$ cat config.mk
export PLATFORM = sky130hd
export DESIGN_NAME = svd_ctrl
export DESIGN_NICKNAME = d
export VERILOG_FILES = /design/src/rtl/svd_pkg.sv /design/src/rtl/svd_ctrl.sv
export SDC_FILE = /design/constraint.sdc
export NUM_CORES = 1
export LEC_CHECK = 0
export BUFFER_PORTS_ARGS = -buffer_cell sky130_fd_sc_hd__buf_2
export CAP_MARGIN = 20
export CORE_ASPECT_RATIO = 0.9
export CORE_MARGIN = 2
export CORE_UTILIZATION = 35
export CTS_CLUSTER_DIAMETER = 40
export DETAILED_ROUTE_END_ITERATION = 10
export PLACE_DENSITY_LB_ADDON = 0.08
export RECOVER_POWER = 100
export SYNTH_ARGS = -nofsm -noshare
export SYNTH_HDL_FRONTEND = slang
export SYNTH_SLANG_ARGS = --single-unit
$ cat constraint.sdc
create_clock -name aclk -period 5.3 [get_ports aclk]
set_input_delay 0 -clock aclk [delete_from_list [all_inputs] [get_ports aclk]]
set_output_delay 0 -clock aclk [all_outputs]
set_load 0.005 [all_outputs]
$ cat src/rtl/svd_pkg.sv
`timescale 1ns / 1ps

package svd_pkg;

    // Volume limits
    localparam int MAX_X = 256;
    localparam int MAX_Y = 256;
    localparam int MAX_Z = 4096;

    // One plane of match bits per window memory
    localparam int PLANE_DEPTH = MAX_X * MAX_Y;
    localparam int ADDR_W      = $clog2(PLANE_DEPTH);
    localparam int SLICE_W     = $clog2(PLANE_DEPTH + 1);

    // Field and register widths
    localparam int LABEL_W    = 16;
    localparam int DIM_X_W    = 9;
    localparam int DIM_Y_W    = 9;
    localparam int DIM_Z_W    = 13;
    localparam int POS_X_W    = 8;
    localparam int POS_Y_W    = 8;
    localparam int POS_Z_W    = 12;
    localparam int COUNT_W    = 29;
    localparam int CFG_IDX_W  = 2;
    localparam int CFG_DATA_W = 16;

    // Register reset values
    localparam logic [DIM_X_W-1:0] DIM_X_RST    = DIM_X_W'(256);
    localparam logic [DIM_Y_W-1:0] DIM_Y_RST    = DIM_Y_W'(256);
    localparam logic [DIM_Z_W-1:0] DIM_Z_RST    = DIM_Z_W'(4096);
    localparam logic [LABEL_W-1:0] FG_LABEL_RST = LABEL_W'(1);

    // Result queue
    localparam int FIFO_DEPTH = 3;
    localparam int FIFO_PTR_W = $clog2(FIFO_DEPTH);
    localparam int FIFO_CNT_W = $clog2(FIFO_DEPTH + 1);

    typedef enum logic [CFG_IDX_W-1:0] {
        REG_DIM_X    = 2'd0,
        REG_DIM_Y    = 2'd1,
        REG_DIM_Z    = 2'd2,
        REG_FG_LABEL = 2'd3
    } cfg_reg_t;

    // Request from the control stage to the window stage
    typedef struct packed {
        logic               valid;
        logic [ADDR_W-1:0]  wr_addr;
        logic [ADDR_W-1:0]  rd_next;
        logic [ADDR_W-1:0]  rd_up;
        logic [ADDR_W-1:0]  rd_down;
        logic               match;
        logic               has_result;
        logic               border;
        logic               one_slice;
        logic [POS_X_W-1:0] pos_x;
        logic [POS_Y_W-1:0] pos_y;
        logic [POS_Z_W-1:0] pos_z;
        logic               last;
    } svd_req_t;

    typedef struct packed {
        logic               last;
        logic               surface;
        logic               foreground;
        logic [POS_Z_W-1:0] pos_z;
        logic [POS_Y_W-1:0] pos_y;
        logic [POS_X_W-1:0] pos_x;
    } svd_result_t;

endpackage

$ cat src/rtl/svd_ctrl.sv
`timescale 1ns / 1ps

module svd_ctrl (
    input  logic                              aclk,
    input  logic                              aresetn,
    input  logic                              cfg_we,
    input  logic [svd_pkg::CFG_IDX_W-1:0]     cfg_index,
    input  logic [svd_pkg::CFG_DATA_W-1:0]    cfg_data,
    input  logic                              in_acc,
    input  logic [svd_pkg::LABEL_W-1:0]       in_label,
    input  logic                              in_flush,
    output svd_pkg::svd_req_t                 req
);

    logic [svd_pkg::DIM_X_W-1:0]  dim_x_reg;
    logic [svd_pkg::DIM_Y_W-1:0]  dim_y_reg;
    logic [svd_pkg::DIM_Z_W-1:0]  dim_z_reg;
    logic [svd_pkg::LABEL_W-1:0]  fg_label_reg;
    logic [svd_pkg::SLICE_W-1:0]  slice_reg;
    logic [svd_pkg::COUNT_W-1:0]  count_reg, count_next;
    logic [svd_pkg::ADDR_W-1:0]   ptr_reg, ptr_next;
    logic [svd_pkg::POS_X_W-1:0]  out_x_reg, out_x_next;
    logic [svd_pkg::POS_Y_W-1:0]  out_y_reg, out_y_next;
    logic [svd_pkg::POS_Z_W-1:0]  out_z_reg, out_z_next;

    logic [svd_pkg::DIM_X_W-1:0]  nx, nx_m1;
    logic [svd_pkg::DIM_Y_W-1:0]  ny, ny_m1;
    logic [svd_pkg::DIM_Z_W-1:0]  nz, nz_m1;
    logic [svd_pkg::DIM_X_W+svd_pkg::DIM_Y_W-1:0] slice_prod;

    logic [svd_pkg::ADDR_W-1:0]   p_eff;
    logic [svd_pkg::SLICE_W-1:0]  p_inc, up_sum, up_wrap, dn_diff, dn_wrap;
    logic                         has_res, last, border, match;
    logic [svd_pkg::DIM_X_W-1:0]  x_inc;
    logic [svd_pkg::DIM_Y_W-1:0]  y_inc;
    logic [svd_pkg::DIM_Z_W-1:0]  z_inc;

    // Clamp dimensions: zero acts as one, above the maximum acts as the maximum
    assign nx = (dim_x_reg == '0) ? svd_pkg::DIM_X_W'(1) :
                (dim_x_reg > svd_pkg::DIM_X_W'(svd_pkg::MAX_X)) ?
                svd_pkg::DIM_X_W'(svd_pkg::MAX_X) : dim_x_reg;
    assign ny = (dim_y_reg == '0) ? svd_pkg::DIM_Y_W'(1) :
                (dim_y_reg > svd_pkg::DIM_Y_W'(svd_pkg::MAX_Y)) ?
                svd_pkg::DIM_Y_W'(svd_pkg::MAX_Y) : dim_y_reg;
    assign nz = (dim_z_reg == '0) ? svd_pkg::DIM_Z_W'(1) :
                (dim_z_reg > svd_pkg::DIM_Z_W'(svd_pkg::MAX_Z)) ?
                svd_pkg::DIM_Z_W'(svd_pkg::MAX_Z) : dim_z_reg;
    assign nx_m1 = nx - svd_pkg::DIM_X_W'(1);
    assign ny_m1 = ny - svd_pkg::DIM_Y_W'(1);
    assign nz_m1 = nz - svd_pkg::DIM_Z_W'(1);

    assign slice_prod = (svd_pkg::DIM_X_W + svd_pkg::DIM_Y_W)'(nx)
                      * (svd_pkg::DIM_X_W + svd_pkg::DIM_Y_W)'(ny);

    always_ff @(posedge aclk) begin
        if (!aresetn) begin
            dim_x_reg    <= svd_pkg::DIM_X_RST;
            dim_y_reg    <= svd_pkg::DIM_Y_RST;
            dim_z_reg    <= svd_pkg::DIM_Z_RST;
            fg_label_reg <= svd_pkg::FG_LABEL_RST;
        end else if (cfg_we) begin
            unique case (svd_pkg::cfg_reg_t'(cfg_index))
                svd_pkg::REG_DIM_X:    dim_x_reg    <= cfg_data[svd_pkg::DIM_X_W-1:0];
                svd_pkg::REG_DIM_Y:    dim_y_reg    <= cfg_data[svd_pkg::DIM_Y_W-1:0];
                svd_pkg::REG_DIM_Z:    dim_z_reg    <= cfg_data[svd_pkg::DIM_Z_W-1:0];
                svd_pkg::REG_FG_LABEL: fg_label_reg <= cfg_data[svd_pkg::LABEL_W-1:0];
                default: ;
            endcase
        end
    end

    // Plane size register; user must let it move only while idle, not enforced
    always_ff @(posedge aclk) begin
        slice_reg <= slice_prod[svd_pkg::SLICE_W-1:0];
    end

    assign match   = !in_flush && (in_label == fg_label_reg);
    assign has_res = count_reg >= svd_pkg::COUNT_W'(slice_reg);
    assign last    = ({1'b0, out_x_reg} >= nx_m1) && ({1'b0, out_y_reg} >= ny_m1)
                  && ({1'b0, out_z_reg} >= nz_m1);
    assign border  = (out_x_reg == '0) || ({1'b0, out_x_reg} >= nx_m1)
                  || (out_y_reg == '0) || ({1'b0, out_y_reg} >= ny_m1)
                  || (out_z_reg == '0) || ({1'b0, out_z_reg} >= nz_m1);

    // Ring position within one plane; restart at the first item of a volume
    assign p_eff   = (count_reg == '0) ? '0 : ptr_reg;
    assign p_inc   = {1'b0, p_eff} + svd_pkg::SLICE_W'(1);
    assign ptr_next = (p_inc >= slice_reg) ? '0 : p_inc[svd_pkg::ADDR_W-1:0];
    assign up_sum  = {1'b0, p_eff} + svd_pkg::SLICE_W'(nx);
    assign up_wrap = (up_sum >= slice_reg) ? (up_sum - slice_reg) : up_sum;
    assign dn_diff = {1'b0, p_eff} - svd_pkg::SLICE_W'(nx);
    assign dn_wrap = ({1'b0, p_eff} >= svd_pkg::SLICE_W'(nx)) ? dn_diff :
                     (dn_diff + slice_reg);

    assign x_inc = {1'b0, out_x_reg} + svd_pkg::DIM_X_W'(1);
    assign y_inc = {1'b0, out_y_reg} + svd_pkg::DIM_Y_W'(1);
    assign z_inc = {1'b0, out_z_reg} + svd_pkg::DIM_Z_W'(1);

    always_comb begin
        count_next = count_reg + svd_pkg::COUNT_W'(1);
        out_x_next = out_x_reg;
        out_y_next = out_y_reg;
        out_z_next = out_z_reg;
        if (has_res) begin
            if (last) begin
                count_next = '0;
                out_x_next = '0;
                out_y_next = '0;
                out_z_next = '0;
            end else if (x_inc >= nx) begin
                out_x_next = '0;
                if (y_inc >= ny) begin
                    out_y_next = '0;
                    out_z_next = (z_inc >= nz) ? '0 : z_inc[svd_pkg::POS_Z_W-1:0];
                end else begin
                    out_y_next = y_inc[svd_pkg::POS_Y_W-1:0];
                end
            end else begin
                out_x_next = x_inc[svd_pkg::POS_X_W-1:0];
            end
        end
    end

    always_ff @(posedge aclk) begin
        if (!aresetn) begin
            count_reg <= '0;
            ptr_reg   <= '0;
            out_x_reg <= '0;
            out_y_reg <= '0;
            out_z_reg <= '0;
        end else if (in_acc) begin
            count_reg <= count_next;
            ptr_reg   <= ptr_next;
            out_x_reg <= out_x_next;
            out_y_reg <= out_y_next;
            out_z_reg <= out_z_next;
        end
    end

    always_comb begin
        req.valid      = in_acc;
        req.wr_addr    = p_eff;
        req.rd_next    = ptr_next;
        req.rd_up      = up_wrap[svd_pkg::ADDR_W-1:0];
        req.rd_down    = dn_wrap[svd_pkg::ADDR_W-1:0];
        req.match      = match;
        req.has_result = has_res;
        req.border     = border;
        req.one_slice  = (slice_reg == svd_pkg::SLICE_W'(1));
        req.pos_x      = out_x_reg;
        req.pos_y      = out_y_reg;
        req.pos_z      = out_z_reg;
        req.last       = last;
    end

    a_last_restarts: assert property (@(posedge aclk) disable iff (!aresetn)
        (in_acc && has_res && last) |=> (count_reg == '0 && out_x_reg == '0
                                         && out_y_reg == '0 && out_z_reg == '0))
        else $error("volume did not restart after its last voxel");

    a_fill_holds_coords: assert property (@(posedge aclk) disable iff (!aresetn)
        (in_acc && !has_res) |=> ($stable(out_x_reg) && $stable(out_y_reg)
                                  && $stable(out_z_reg)))
        else $error("coordinates moved on an item without a result");

endmodule

Word level (Yosys, flattened, before mapping)
Cells that the tools add are included.
W data, S select, Z words.
Word-level totals
  flip-flop bits (word level): 137
  input port bits: 39
  output and inout port bits: 98
  word-level logic and storage cells: 88
Operators by class
  add/subtract/negate cells: 12
  $mul: 1
  magnitude comparators: 13
  eq/ne operators: 5
  multiplexer cells: 21
  reduce and logical (&&, ||, !) cells: 26
Operator list (number)
  $mux W16: 4
  $mux W29: 2
  $mux W12: 4
  $mux W8: 5
  $mux W9: 4
  $ge A17 B17 Y1: 2
  $add A29 B1 Y29 const B: 1
  $ge A29 B17 Y1: 1
  $logic_not A29 Y1: 1
  $mux W13: 2
  $add A8 B1 Y9 const B: 2
  $ge A8 B9 Y1: 2
  $ge A9 B9 Y1: 2
  $gt A9 B9 Y1 const B: 2
  $logic_not A9 Y1: 2
  $sub A9 B1 Y9 const B: 2
  $add A16 B1 Y17 const B: 1
  $add A16 B9 Y17: 1
  $eq A17 B1 Y1 const B: 1
  $mul A9 B9 Y17: 1
  $add A16 B16 Y16: 1
  $eq A16 B16 Y1: 1
  $ge A16 B9 Y1: 1
  $logic_not A8 Y1: 2
  other kinds (19): 31

Longest topological paths before layout
  depth after elaboration: 10
  depth in mapped cells: 28
  gate-level depth less buffers: 24

Worst setup path after synthesis
No wires, ideal clock.
  path kind: flip-flop to output port
  start: register count_reg[0] (netlist name)
  end: output port req[55] (netlist name)
  data arrival time: 5.650 ns
  data required time: 5.300 ns
  path slack: -0.350 ns
  cell stages (with the launch flop): 28
  path buffers: 3
  cell sequence: dfxtp_1 > inv_1 > ha_1 > nor4b_1 > nand4_1 > or2_2 > clkbuf_1 > clkbuf_1 > nand2_1 > inv_1 > ha_1 > fa_1 > a211oi_1 > nor2_1 > o31a_1 > nor4_1 > nor3_1 > mux2i_1 > ha_1 > a211oi_1 > nor3b_1 > o21a_1 > o21ai_0 > o211a_1 > o21bai_1 > a211oi_2 > buf_6 > mux2_2
RTL lines
  from (decl): line svd_ctrl.sv:20  | logic [svd_pkg::COUNT_W-1:0] count_reg, count_next;
  from (signal assigned): line svd_ctrl.sv:132  | count_reg <= count_next;
  to (decl): line svd_ctrl.sv:12  | output svd_pkg::svd_req_t req

==> impl_metrics.toml <==
[setup_path]
critPathArrivalTime_ps = 5530
critPathRequiredTime_ps = 5300
critPathBufInv = 7
critical_path.top_delay_family = "simple AND/OR/NAND/NOR gates"
slowest_stage = "or2_2"
start_kind = "flip-flop"
worstReg2RegEnd = "slice_reg[15]$_DFF_P_"
rr_startpoint = "dim_x_reg[2]$_SDFFE_PN0P_"
cp_max_fo = 7
slowest_delay_ps = 350
crit_top_cell = "ha_4"
critPathKind = "flip-flop to output port"
crit_cells = 27
endpoint_kind = "output port"
rrSetupSlack_ps = 0
worst_r2r_path_depth = 21

[yosys]
synth.ff_latch_count = 137
synth_nets = 2033
avgSynthCellArea_um2 = 8.072
synth_area_leaders = "dfxtp_1 19%, ha_1 17%, fa_1 7.5%"
ys.flop_type = "dfxtp_1"
ys_seq_area_frac = 0.1942
syn_inst = 1750
synth_edf_count = 0
yosysWarningCount = 0
yosysMostFrequentCell = "ha_1"
synthArstFlopShare = 0
synthesis.area_mm2 = 0.01413
synth_common_cells = "191 x ha_1, 189 x nand2_1, 169 x nor2_1"
yosysUniqueCellTypes = 79
synth_top_area_share = 0.1942
synth_top_area_cell = "dfxtp_1"

[routing]
drtIter0Drc = 745
ant_nets = 0
route.detailed.wl_per_inst_um = 17.93
totalWireLength_um = 45490
drc = 0
firstDrtPassIters = 7
dr_total_vias = 13115
routed_via_density = 5.169

[timing]
hold_viol_final = 0
fin_skew_ps = 17.93
worst_slew_pin_slew_ps = 1713
period_share = 1.043
rsz0062_at_grt = "true"
max_slew_margin = -0.1446
holdWs_ps = 100.9
setup_viol = 17
setup_ws_ps = -229.6
finalMaxSlewViolations = 11
fmax_ghz = 0.1808
timing.final.crit_period_ps = 5530

[floorplanning]
start_util = 0.3565
rows = 69
die_h_um = 194.6
core_mm2 = 0.03963
io_pins = 137
die_w_um = 215.8
die-area_mm2 = 0.04199

[clocking]
cts_max_level = 4
clock_path_buffers = 2
numCtsBuffers = 17
cts_num_sinks = 137
cts_tree = "done"
clk_latency_ps = 460
cts-root-buf = "clkbuf_16"
path_clk_slew_ps = 60

[global_routing]
use_met1 = 0.3017
grt-ovfl-total = 0
grt_max_degree = 68
antenna_found_initial = 0
met3_usage = 0.03318
grtUsageMet2 = 0.3461
track_usage = 0.2161
grt_pass1_wl_um = 71130
grt_pass1_vias = 12627
grt_busiest_layer = "met2"

[run_status]
status = "finished with violations"
violations = "capacitance limit, slew limit, setup timing"

[hold_path]
hp-class = "primary input to flip-flop"
hold_start = "cfg_index[0]"
min_to = "dim_z_reg[11]$_SDFFE_PN0P_"
min_path_cells = 4

[finish]
drive_above_1_share = 0.2020
layout.cells.non_filler = 2537
layout-area-overhead-vs-synth_pct = 24.69
nets = 2276
diodes = 0
fillers = 4000
utilization = 0.4445
multi_input_area_mm2 = 0.01105
seqCellArea_mm2 = 0.002746
largest_reg_flops = 29

[placement]
gp_congestion = 0.8904
place_hpwl_um = 36390
dp.cells = 2469
io_buffer_count = 136

[power_and_ir_drop]
power.density_mw_per_mm2 = 167.6
switching_power_mw = 0.8866
ir_drop_mv = 0.1756
combPwrFrac = 0.210
sw_frac_of_total = 0.3002
seqPwrFrac = 0.374
p_leak_nw = 8.330
p_clk_frac = 0.416
p_int_mw = 2.066

[run]
drv_cap = 1
worst max-delay path by stage:
stage	to	slack (ps)	startpoint
3_3_place_gp	slice_reg[15]$_DFF_P_	-50	dim_x_reg[2]$_SDFFE_PN0P_
6_report	req[55]	-230	count_reg[0]$_SDFFE_PN0P_
3_5_place_dp	slice_reg[15]$_DFF_P_	-140	dim_x_reg[2]$_SDFFE_PN0P_
4_1_cts	req[50]	-270	count_reg[0]$_SDFFE_PN0P_
2_1_floorplan	req[55]	20	count_reg[0]$_SDFFE_PN0P_
5_1_grt	req[55]	-520	count_reg[0]$_SDFFE_PN0P_
timing repair:
action / CTS / global route
hold buffers: 18 / 0
pin swaps: 27 / 22
cloned: 0 / 0
endpoints found under the setup margin: 23 / 28
gates resized for setup: 80 / 40
buffers inserted: 15 / 6
hold endpoints to repair: 50 / 0
cell usage in the layout, fill, tap and decap left out, types with 7 or more instances in the layout:
cell type	Yosys	layout
mux2_4	0	15
nand2b_1	21	21
nor2b_1	48	48
clkbuf_16	0	17
a21oi_1	64	55
mux2i_1	19	18
ha_1	191	179
a21boi_0	32	32
dfxtp_1	137	134
a211oi_1	15	12
and2_1	12	10
and3_1	18	18
ha_4	0	9
nor4_1	25	18
o31a_1	7	7
inv_1	140	136
xor2_1	65	64
o21a_1	20	19
nor4_2	2	7
xnor2_1	81	76
a21o_1	23	23
buf_2	1	102
buf_4	5	131
dlygate4sd3_1	0	18
nor2_1	169	165
clkbuf_1	55	21
nor3_1	35	33
buf_6	2	18
o21ai_0	48	44
a21oi_2	0	9
o21bai_1	13	11
a22o_1	22	22
nand4_1	24	24
or3_1	12	12
nand2_1	189	184
a31oi_1	9	8
fa_1	53	51
o211ai_1	9	9
nand3_1	59	58
layer usage:
layer | up-vias | share of wire
li1 | 6537 | -
met4 | 0 | 0.021
met2 | 244 | 0.46
met1 | 6283 | 0.48
met5 | - | 0
met3 | 51 | 0.034
power by group through the flow:
stage                     Combinational, mW  Sequential, mW  Clock [mW]
after detailed placement              0.555            1.12           0
after global placement                0.551            1.12           0
after floorplan                       0.377            1.10           0
final                                 0.620            1.10        1.23
after CTS                             0.608            1.10        1.25
after global routing                  0.678            1.11        1.30
cells by family after synthesis:
family	share of synthesized area
XOR/XNOR	0.09052
AO/OA/AOI/OAI	0.1575
flip-flops	0.1942
adder cells (fa/ha/maj)	0.2443
AND/OR/NAND/NOR	0.2234
multiplexers	0.03020
buffers and inverters	0.05996
stage by stage:
step           power (mW)  setup TNS (ps)  cell area (um2)  worst slack (ps)
6_report            2.953           -3382            17610            -229.6
5_1_grt             3.087           -9624            17610            -518.6
4_1_cts             2.963           -4205            17410            -273.7
3_5_place_dp        1.680          -741.6            16140            -138.2
3_3_place_gp        1.676          -51.98            16140            -51.98
2_1_floorplan       1.478               0            14200             23.19
layout make-up:
type,count,share of cell area
flip-flops and latches,137,0.1559
well taps,532,0.03779
repair buffers,292,0.1143
clock inverters,10,0.006748
clock buffers,21,0.02614
inverters,148,0.03161
multi-input cells,1397,0.6275
tightest hold or removal path, cell delays in order:
cell and delay (ps):
buf_2 120, nor2_1 200, nand2_1 120, a21boi_0 70
(Power assumes the default switching activity.)
