$ cat src/rtl/svd_pkg.sv
`timescale 1ns / 1ps

package svd_pkg;

    // Volume limits
    localparam int MAX_X = 256;
    localparam int MAX_Y = 256;
    localparam int MAX_Z = 4096;

    // One plane of match bits per window memory
    localparam int PLANE_DEPTH = MAX_X * MAX_Y;
    localparam int ADDR_W      = $clog2(PLANE_DEPTH);
    localparam int SLICE_W     = $clog2(PLANE_DEPTH + 1);

    // Field and register widths
    localparam int LABEL_W    = 16;
    localparam int DIM_X_W    = 9;
    localparam int DIM_Y_W    = 9;
    localparam int DIM_Z_W    = 13;
    localparam int POS_X_W    = 8;
    localparam int POS_Y_W    = 8;
    localparam int POS_Z_W    = 12;
    localparam int COUNT_W    = 29;
    localparam int CFG_IDX_W  = 2;
    localparam int CFG_DATA_W = 16;

    // Register reset values
    localparam logic [DIM_X_W-1:0] DIM_X_RST    = DIM_X_W'(256);
    localparam logic [DIM_Y_W-1:0] DIM_Y_RST    = DIM_Y_W'(256);
    localparam logic [DIM_Z_W-1:0] DIM_Z_RST    = DIM_Z_W'(4096);
    localparam logic [LABEL_W-1:0] FG_LABEL_RST = LABEL_W'(1);

    // Result queue
    localparam int FIFO_DEPTH = 3;
    localparam int FIFO_PTR_W = $clog2(FIFO_DEPTH);
    localparam int FIFO_CNT_W = $clog2(FIFO_DEPTH + 1);

    typedef enum logic [CFG_IDX_W-1:0] {
        REG_DIM_X    = 2'd0,
        REG_DIM_Y    = 2'd1,
        REG_DIM_Z    = 2'd2,
        REG_FG_LABEL = 2'd3
    } cfg_reg_t;

    // Request from the control stage to the window stage
    typedef struct packed {
        logic               valid;
        logic [ADDR_W-1:0]  wr_addr;
        logic [ADDR_W-1:0]  rd_next;
        logic [ADDR_W-1:0]  rd_up;
        logic [ADDR_W-1:0]  rd_down;
        logic               match;
        logic               has_result;
        logic               border;
        logic               one_slice;
        logic [POS_X_W-1:0] pos_x;
        logic [POS_Y_W-1:0] pos_y;
        logic [POS_Z_W-1:0] pos_z;
        logic               last;
    } svd_req_t;

    typedef struct packed {
        logic               last;
        logic               surface;
        logic               foreground;
        logic [POS_Z_W-1:0] pos_z;
        logic [POS_Y_W-1:0] pos_y;
        logic [POS_X_W-1:0] pos_x;
    } svd_result_t;

endpackage

$ cat src/rtl/svd_out_fifo.sv
`timescale 1ns / 1ps

module svd_out_fifo (
    input  logic                                aclk,
    input  logic                                aresetn,
    input  logic                                push,
    input  svd_pkg::svd_result_t                push_data,
    input  logic                                pop,
    output logic                                out_valid,
    output svd_pkg::svd_result_t                out_data,
    output logic [svd_pkg::FIFO_CNT_W-1:0]      level
);

    svd_pkg::svd_result_t               entry_reg [svd_pkg::FIFO_DEPTH];
    logic [svd_pkg::FIFO_PTR_W-1:0]     wr_ptr_reg, rd_ptr_reg;
    logic [svd_pkg::FIFO_CNT_W-1:0]     cnt_reg;
    logic                               do_pop;

    assign out_valid = (cnt_reg != '0);
    assign out_data  = entry_reg[rd_ptr_reg];
    assign level     = cnt_reg;
    assign do_pop    = pop && out_valid;

    always_ff @(posedge aclk) begin
        if (push) begin
            entry_reg[wr_ptr_reg] <= push_data;
        end
    end

    always_ff @(posedge aclk) begin
        if (!aresetn) begin
            wr_ptr_reg <= '0;
            rd_ptr_reg <= '0;
            cnt_reg    <= '0;
        end else begin
            if (push) begin
                wr_ptr_reg <= (wr_ptr_reg == svd_pkg::FIFO_PTR_W'(svd_pkg::FIFO_DEPTH - 1)) ?
                              '0 : wr_ptr_reg + svd_pkg::FIFO_PTR_W'(1);
            end
            if (do_pop) begin
                rd_ptr_reg <= (rd_ptr_reg == svd_pkg::FIFO_PTR_W'(svd_pkg::FIFO_DEPTH - 1)) ?
                              '0 : rd_ptr_reg + svd_pkg::FIFO_PTR_W'(1);
            end
            if (push && !do_pop) begin
                cnt_reg <= cnt_reg + svd_pkg::FIFO_CNT_W'(1);
            end else if (!push && do_pop) begin
                cnt_reg <= cnt_reg - svd_pkg::FIFO_CNT_W'(1);
            end
        end
    end

    a_no_overflow: assert property (@(posedge aclk) disable iff (!aresetn)
        push |-> (cnt_reg < svd_pkg::FIFO_CNT_W'(svd_pkg::FIFO_DEPTH) || do_pop))
        else $error("result pushed into a full queue");

    a_level_bound: assert property (@(posedge aclk) disable iff (!aresetn)
        cnt_reg <= svd_pkg::FIFO_CNT_W'(svd_pkg::FIFO_DEPTH))
        else $error("queue level beyond its depth");

endmodule

$ cat config.mk
export PLATFORM = sky130hd
export DESIGN_NAME = svd_out_fifo
export DESIGN_NICKNAME = d
export VERILOG_FILES = /design/src/rtl/svd_pkg.sv /design/src/rtl/svd_out_fifo.sv
export SDC_FILE = /design/constraint.sdc
export NUM_CORES = 1
export LEC_CHECK = 0
export BUFFER_PORTS_ARGS = -buffer_cell sky130_fd_sc_hd__buf_2
export CAP_MARGIN = 20
export CELL_PAD_IN_SITES_DETAIL_PLACEMENT = 1
export CELL_PAD_IN_SITES_GLOBAL_PLACEMENT = 1
export CORE_ASPECT_RATIO = 1.2
export CORE_MARGIN = 2
export CORE_UTILIZATION = 45
export CTS_CLUSTER_DIAMETER = 80
export DETAILED_ROUTE_END_ITERATION = 12
export PLACE_DENSITY_LB_ADDON = 0.1
export SLEW_MARGIN = 10
export SYNTH_ARGS = -nofsm -noshare
export SYNTH_HDL_FRONTEND = slang
export SYNTH_SLANG_ARGS = --single-unit
export TNS_END_PERCENT = 30
$ cat constraint.sdc
create_clock -name aclk -period 3.7 [get_ports aclk]
set_input_delay 0.555 -clock aclk [delete_from_list [all_inputs] [get_ports aclk]]
set_output_delay 0.555 -clock aclk [all_outputs]
set_load 0.05 [all_outputs]
# After elaboration in Yosys (flattened, before gate mapping)
# Memory sizes are Yosys's and may differ from the RTL's. A register that Yosys moved wholly into a read port is not among the register bits.
# Cells that the tools add are included.
# Widths: inputs -> output; s select.
dict set report totals {
  reg_bits 6
  word_cells 25
  latchBits 0
  output_inout_bits 34
  inputBits 35
  rom_bits 0
  memories 1
  ram_bits 93
}
dict set report op_classes {
  addsub 4
  multipliers 0
  div_mod_pow 0
  magnitude_cmp 0
  n_shift 0
  bitwise 0
  n_reduce_logical 7
  muxes 8
  n_eq_ne 2
}
# memory words width rd rd_ports_with_merged_regs write_ports line_no
set mem_list {}
lappend mem_list {entry_reg 3 31 1 1 1 svd_out_fifo.sv:14} ;# svd_pkg::svd_result_t entry_reg [svd_pkg::FIFO_DEPTH];
# operator count
set op_table {}
lappend op_table {{$mux 2} 6}
lappend op_table {{$add 2x1->2 const B} 3}
lappend op_table {{$eq 2x2->1 const B} 2}
lappend op_table {{$reduce_bool 2->1} 2}
lappend op_table {{$logic_and 1x1->1} 3}
lappend op_table {{$logic_not 1->1} 2}
lappend op_table {{$mux 1} 2}
lappend op_table {{$sub 2x1->2 const B} 1}

# Depth between registers and ports, before layout
# Gate-level depths: netlist of the first run.
dict set report logic_depth {
  depth_word 5
  depth_mapped 5
  mapped_depth_nobuf 5
}

# Least setup slack after synthesis of the first run
# Ideal clock, no wire load.
dict set report synth_path {
  path_type {input to register}
  from {input port push}
  to {memory entry_reg[0][0] (netlist bit), enable pin}
  setup_slack_ps 328
  path_stages 1
  arrival_ps 2906
  path_buffers 0
  setup_ps 467
  t_required_ps 3233
  cell_sequence {nor3b_1}
}
dict set report synth_via {
  elab_chain_cells 2
}
# item line_no
set synth_lines {}
lappend synth_lines {{start, declared} svd_out_fifo.sv:6} ;# input logic push,
lappend synth_lines {{$mux 1} svd_out_fifo.sv:25} ;# if (push) begin
lappend synth_lines {{$mux 1 (implied by the code)} svd_out_fifo.sv:26} ;# entry_reg[wr_ptr_reg] <= push_data;
lappend synth_lines {{end, declared} svd_out_fifo.sv:14}
# No other way between the ends.

==> flow_summary.yaml, run 1 <==
status:
  status: "complete, no violations"
power_and_ir_drop:
  p_comb_frac: 0.292
  power_switching_w: 0.00105
  p_int_w: 0.00184
  p_clk_frac: 0.222
  seq_power_share: 0.486
  power.density_nw_per_um2: 657
  swShare: 0.363
  p_leak_nw: 1.51
  ir_worst_vdd_mv: 0.322
sta:
  fmax_mhz: 385
  hold_viol: 0
  slew_viol_final: 0
  finClkSkew_ns: 0.0111
  period_share: 0.701
  worst_pin_slew_ns: 1.02
  setup_tns_ns: 0
  slew_headroom: 0.321
  timing.hold.ws_ns: 0.391
  rsz0062_at_grt: "no"
  finalSetupViolCount: 0
  min_period_ns: 2.59
clock_tree:
  path_clk_slew_ns: 0.09
  root_buffer: "clkbuf_8"
  cts_resized: 0
  clock-sinks: 101
  cts_buffer_depth: 2
  htree_levels: 3
  tritoncts: "done"
  clkLatencyLatePin_ns: 0.36
  post_cts.repair.setup_buffers: 0
  cts_made_buffers: 9
  cts_hold_buffers: 0
synth:
  syn-num-nets: 265
  syn_area_um2: 3750
  avgSynthCellArea_um2: 16.4
  synthCells: 229
  synth_warnings: 0
  synth_cell_types: 22
  ys_ff_latch: 101
  ys_seq_area_frac: 0.788
routing:
  routedWlPerCell_um: 16.8
  dr.pass1.iters: 4
  vias_per_cell: 5.20
  wl_mm: 6.73
  drcViolationCount: 0
  ant_nets: 0
  drtIter0Drc: 98
  vias: 2084
layout:
  final_cells: 401
  area_growth_pct: 17.0
  drive_gt1_frac: 0.297
  layout_common_cells: "edfxtp_1 (93), buf_2 (68), nand2_1 (35)"
  fill_cells: 822
  largest_reg_flops: 93
  antenna_cells: 0
  utilization: 0.541
  final_common_cell: "edfxtp_1"
  num-nets-final: 337
worst_setup_path:
  critPathCaptureType: "output port"
  worst-path-max-fanout: 48
  start_kind: "flip-flop"
  worstPathRequired_ns: 3.14
  crit_arrival_ns: 2.04
  crit_type: "flip-flop to output port"
global_routing:
  antenna_found_initial: 0
  grt_pass1_vias: 2183
  track_usage: 0.156
  grt_overflow: 0
  grt_pass1_wl_mm: 10.6
  grt_max_degree: 49
die:
  die_w_um: 87.3
  placementRows: 36
  die_h_um: 104
  initial_core_util: 0.462
  dieArea_um2: 9080
  core_area_um2: 8110
  io_pins: 69
place:
  io_buffers: 68
  gp_congestion: 0.677
  dp_hpwl_mm: 4.24
  placed_cells: 385
min_path:
  hp-class: "input pin to flip-flop"
job:
  maxCapViolCount: 0
metal layers:
layer / vias to the layer above / wire [um] / global-route usage
met1: 1027 / 2810 / 0.190
met2: 47 / 3540 / 0.259
met3: 10 / 292 / 0.0484
li1: 1000 / - / -
met5: - / 0 / 0
met4: 0 / 87 / 0.0560
worst max-delay path, stage by stage, from the launching register on:
cell and delay, ns:
dfxtp_2 0.93, buf_4 0.34, nand2_1 0.06, o21ai_1 0.07
buf_2 0.27
cells by family after synthesis:
group,Yosys count,share of synthesized area
flops,101,0.788
xor+xnor,2,0.00468
simple gates,45,0.0514
fa+ha+maj,1,0.00334
buf+inv,11,0.0147
compound gates,38,0.0551
mux,31,0.0828
path summary, 6_finish.rpt:
path                 startpoint          endpoint  slack (ns)  cells past startpoint
hold reg to reg   rd_ptr_reg[1]         flip-flop        0.51                      2
setup / recovery      flip-flop      out_data[19]        1.11                      4
hold / removal    push_data[13]  entry_reg[2][13]        0.39                      1
setup reg to reg  wr_ptr_reg[1]   entry_reg[2][7]        1.98                      2
metrics by stage:
step / instance area, um^2 / total power, W / setup WS (ns)
2_1_floorplan: 3750 / 0.00208 / 0.328
3_3_place_gp: 4200 / 0.00227 / 1.45
3_5_place_dp: 4200 / 0.00228 / 1.45
4_1_cts: 4380 / 0.00291 / 1.04
5_1_grt: 4380 / 0.00300 / 0.901
6_report: 4380 / 0.00288 / 1.11
power by group through the flow:
stage / Sequential [W] / Clock, W / Combinational (W)
after floorplan: 0.00141 / 0 / 0.000676
after global placement: 0.00143 / 0 / 0.000840
after detailed placement: 0.00143 / 0 / 0.000848
after CTS: 0.00141 / 0.000651 / 0.000851
after global routing: 0.00142 / 0.000697 / 0.000889
final: 0.00140 / 0.000640 / 0.000841
area by class of cell:
type / instances / area [um^2] / area share
multi-input cells: 117 / 759 / 0.173
clock inverters: 3 / 18.8 / 0.00428
clock buffers: 13 / 160 / 0.0365
repair buffers: 72 / 370 / 0.0845
well taps: 95 / 119 / 0.0271
flip-flops and latches: 101 / 2960 / 0.674
Yosys cell counts (all sizes together):
| cell type | n | share of area |
|---|---|---|
| or3b | 1 | 0.0023 |
| xnor2 | 1 | 0.0023 |
| buf | 5 | 0.0087 |
| nor2 | 2 | 0.0020 |
| or2 | 1 | 0.0017 |
| and2 | 1 | 0.0017 |
| dfxtp | 8 | 0.043 |
| or3 | 2 | 0.0033 |
| xor2 | 1 | 0.0023 |
| nand2 | 35 | 0.035 |
| nor2b | 2 | 0.0033 |
| edfxtp | 93 | 0.75 |
| o21a | 2 | 0.0040 |
| clkbuf | 6 | 0.0060 |
| a21boi | 3 | 0.0060 |
| ha | 1 | 0.0033 |
| o21ai | 33 | 0.045 |
| nor3b | 1 | 0.0020 |
| mux2i | 31 | 0.083 |
Power figures use the tool's default switching activity.
==> inputs of run 2 (changes only) <==
Settings changed: CORE_UTILIZATION 45 to 41.
Clock period 3.7 ns to 2.2 ns, I/O delays scaled along.
==> flow_summary.yaml, run 2 (synthesis gave the netlist of run 1 again) <==
layout:
  multiInputGateArea_um2: 766
  largest_reg_flops: 93
  layout_common_cells: "edfxtp_1 (93), buf_2 (68), nand2_1 (35)"
  area_growth_pct: 18.8
  regArea_um2: 2960
  utilization: 0.496
  antenna_cells: 0
  final_common_cell: "edfxtp_1"
  drive_gt1_frac: 0.308
  fill_cells: 896
  final_cell_area_um2: 4450
  num-nets-final: 340
die:
  core_area_um2: 8990
  placementRows: 38
  dieArea_um2: 9920
  die_h_um: 109
  io_pins: 69
  die_w_um: 91.3
  initial_core_util: 0.417
sta:
  rsz0062_at_grt: "no"
  fmax_mhz: 506
  worst_pin_slew_ns: 0.509
  slew_viol_final: 0
  timing.hold.ws_ns: 0.172
  hold_viol: 0
  finalSetupViolCount: 0
  setup_tns_ns: 0
  slew_headroom: 0.660
  period_share: 0.898
  finClkSkew_ns: 0.00880
  min_period_ns: 1.98
worst_setup_path:
  critPathCaptureType: "output port"
  worstPathRequired_ns: 1.87
  worst-path-max-fanout: 49
  start_kind: "flip-flop"
  crit_arrival_ns: 1.65
  crit_type: "flip-flop to output port"
routing:
  drtIter0Drc: 92
  routedWlPerCell_um: 16.4
  vias: 2100
  drcViolationCount: 0
  vias_per_cell: 4.91
  wl_mm: 7.01
  ant_nets: 0
  dr.pass1.iters: 4
clock_tree:
  tritoncts: "done"
  clock-sinks: 101
  root_buffer: "clkbuf_8"
  cts_made_buffers: 9
  cts_hold_buffers: 0
  post_cts.repair.setup_buffers: 0
  htree_levels: 3
  path_clk_slew_ns: 0.09
  cts_buffer_depth: 2
  cts_resized: 0
  clkLatencyLatePin_ns: 0.35
place:
  io_buffers: 68
  dp_hpwl_mm: 4.52
  gp_congestion: 0.682
  place_area_um2: 4290
power_and_ir_drop:
  p_comb_frac: 0.316
  power_switching_w: 0.00179
  p_clk_frac: 0.210
  power.density_nw_per_um2: 1080
  swShare: 0.372
  p_leak_nw: 1.52
  seq_power_share: 0.474
  p_int_w: 0.00302
  ir_worst_vdd_mv: 0.501
global_routing:
  antenna_found_initial: 0
  grt_max_degree: 50
  grt_pass1_vias: 2279
  track_usage: 0.153
  grt_overflow: 0
  grt_pass1_wl_mm: 11.3
min_path:
  hp-class: "input pin to flip-flop"
job:
  maxCapViolCount: 0
status:
  status: "complete, no violations"
==> run 2: power groups by stage <==
stage / Combinational [W] / Clock, W / Sequential [W]
CTS: 0.00155 / 0.00104 / 0.00228
detailed placement: 0.00154 / 0 / 0.00233
floorplan: 0.00114 / 0 / 0.00236
finish: 0.00152 / 0.00101 / 0.00228
global route: 0.00163 / 0.00111 / 0.00230
global placement: 0.00153 / 0 / 0.00232
==> run 2: area by class of cell <==
class | instances | share of cell area
Sequential cell | 101 | 0.664
Multi-Input combinational cell | 117 | 0.172
Clock inverter | 6 | 0.00899
Tap cell | 120 | 0.0337
Timing Repair Buffer | 75 | 0.0938
Clock buffer | 9 | 0.0278
==> run 2: worst max-delay path: stages, from the launching register on <==
cell	delay, ns
dfxtp_2	0.51
buf_12	0.26
nand2_1	0.09
o21ai_1	0.12
buf_2	0.29
==> run 2: through the flow <==
stage | power, W | setup WS, ns | instances
after floorplan | 0.00350 | 0.0133 | 229
after global placement | 0.00385 | 0.604 | 413
after detailed placement | 0.00387 | 0.555 | 413
after CTS | 0.00487 | 0.186 | 428
after global routing | 0.00503 | 0.116 | 428
final | 0.00481 | 0.224 | 428
==> run 2: path summary, 6_finish.rpt <==
check,cells after the start,end,slack [ns],from
worst max-delay path,4,out_data[10],0.22,flip-flop
worst min-delay path,1,entry_reg[2][18],0.17,push_data[18]
worst max register to register,3,entry_reg[2][1],0.60,wr_ptr_reg[1]
worst min register to register,2,flip-flop,0.49,rd_ptr_reg[0]
==> run 2: routing by layer <==
layer  wire length [um]  part of all wire  GRT usage  vias to the layer above
li1                   -                 -          -                     1002
met1               3070              0.44      0.187                     1041
met2               3560              0.51      0.263                       47
met3                252             0.036     0.0318                       10
met4                127             0.018     0.0747                        0
met5                  0                 0          0                        -
==> inputs of run 3 (changes only) <==
Settings changed: REMOVE_ABC_BUFFERS set to 1.
==> flow_summary.yaml, run 3 (synthesis gave the netlist of run 1 again) <==
routing:
  dr.pass1.iters: 4
  drtIter0Drc: 70
  wl_mm: 7.06
  drcViolationCount: 0
  vias: 2086
  routedWlPerCell_um: 16.5
  vias_per_cell: 4.86
  ant_nets: 0
layout:
  fill_cells: 908
  antenna_cells: 0
  final_cell_area_um2: 4460
  final_common_cell: "edfxtp_1"
  largest_reg_flops: 93
  drive_gt1_frac: 0.301
  layout_common_cells: "edfxtp_1 (93), buf_2 (68), nand2_1 (35)"
  area_growth_pct: 19.0
  multiInputGateArea_um2: 759
  num-nets-final: 340
  utilization: 0.496
  regArea_um2: 2960
worst_setup_path:
  crit_buf_inv: 2
  path_delay_family: "buffers and inverters"
  start_kind: "flip-flop"
  worstPathRequired_ns: 1.87
  worst-path-max-fanout: 27
  slowest_delay_ns: 0.43
  crit_path_cell_trace: "buf_12, mux2i_1, o21ai_1, buf_2"
  crit_arrival_ns: 1.62
  critPathCaptureType: "output port"
  crit_type: "flip-flop to output port"
  slowest_stage: "dfxtp_2"
clock_tree:
  post_cts.repair.setup_buffers: 0
  cts_hold_buffers: 0
  cts_made_buffers: 9
  clock-sinks: 101
  htree_levels: 3
  clkLatencyLatePin_ns: 0.34
  path_clk_slew_ns: 0.09
  tritoncts: "done"
  cts_resized: 0
  cts_buffer_depth: 2
  root_buffer: "clkbuf_8"
place:
  gp_congestion: 0.712
  io_buffers: 68
  pre_cts_ws_ns: 0.577
  place_area_um2: 4300
  dp_hpwl_mm: 4.68
power_and_ir_drop:
  power_switching_w: 0.00174
  p_clk_frac: 0.207
  p_comb_frac: 0.316
  ir_worst_vdd_mv: 0.862
  p_int_w: 0.00307
  swShare: 0.362
  power.density_nw_per_um2: 1080
  seq_power_share: 0.477
  p_leak_nw: 1.53
  fin_total_pwr_w: 0.00481
sta:
  period_share: 0.887
  finClkSkew_ns: 0.00499
  finalSetupViolCount: 0
  min_period_ns: 1.95
  rsz0062_at_grt: "no"
  worst_slack_ns: 0.249
  fmax_mhz: 513
  slew_headroom: 0.686
  slew_viol_final: 0
  hold_viol: 0
  timing.hold.ws_ns: 0.178
  worst_pin_slew_ns: 0.472
die:
  dieArea_um2: 9920
  placementRows: 38
  initial_core_util: 0.417
  die_w_um: 91.3
  die_h_um: 109
  core_area_um2: 8990
  io_pins: 69
global_routing:
  grt_max_degree: 35
  grt_pass1_vias: 2238
  grt_overflow: 0
  antenna_found_initial: 0
  grt_pass1_wl_mm: 11.2
  track_usage: 0.152
status:
  status: "complete, no violations"
min_path:
  hp-class: "input pin to flip-flop"
job:
  maxCapViolCount: 0
==> run 3: power by group through the flow <==
stage	combinational (W)	sequential, W	clock, W
finish	0.00152	0.00229	0.000996
detailed placement	0.00154	0.00234	0
global route	0.00161	0.00231	0.00111
floorplan	0.00102	0.00246	0
CTS	0.00155	0.00230	0.00104
global placement	0.00152	0.00233	0
==> run 3: through the flow <==
| stage | cells | TNS, ns |
|---|---|---|
| 2_1_floorplan | 218 | -39.92 |
| 3_3_place_gp | 413 | 0 |
| 3_5_place_dp | 413 | 0 |
| 4_1_cts | 429 | 0 |
| 5_1_grt | 429 | 0 |
| 6_report | 429 | 0 |
==> run 3: area by class of cell <==
cell class / count / share of cell area
tap: 120 / 0.0337
clock inverter: 3 / 0.00309
clock buffer: 13 / 0.0334
timing repair buffer: 75 / 0.0965
sequential: 101 / 0.663
multi-input combinational: 117 / 0.170
==> run 3: final timing paths <==
check	from	cells after the start	slack, ns	end
worst max-delay path	flip-flop	4	0.25	out_data[10]
worst min-delay path	push_data[27]	1	0.18	entry_reg[0][27]
worst min register to register	rd_ptr_reg[1]	2	0.51	flip-flop
worst max register to register	level[0]	4	0.68	level[1]
==> run 3: worst reg2reg max path, delay by kind of cell, from the launching register on <==
kind                     cells  cell delay [ns]
AND/OR/NAND/NOR              1             0.37
flip-flops                   1             0.37
AO/OA/AOI/OAI                2             0.41
adder cells (fa/ha/maj)      1             0.31
==> run 3: metal layers <==
metal,part of all wire,vias to the layer above,global-route usage
met1,0.41,1040,0.173
met4,0.012,0,0.0747
met2,0.54,38,0.278
met5,0,-,0
met3,0.035,7,0.0270
li1,-,1001,-
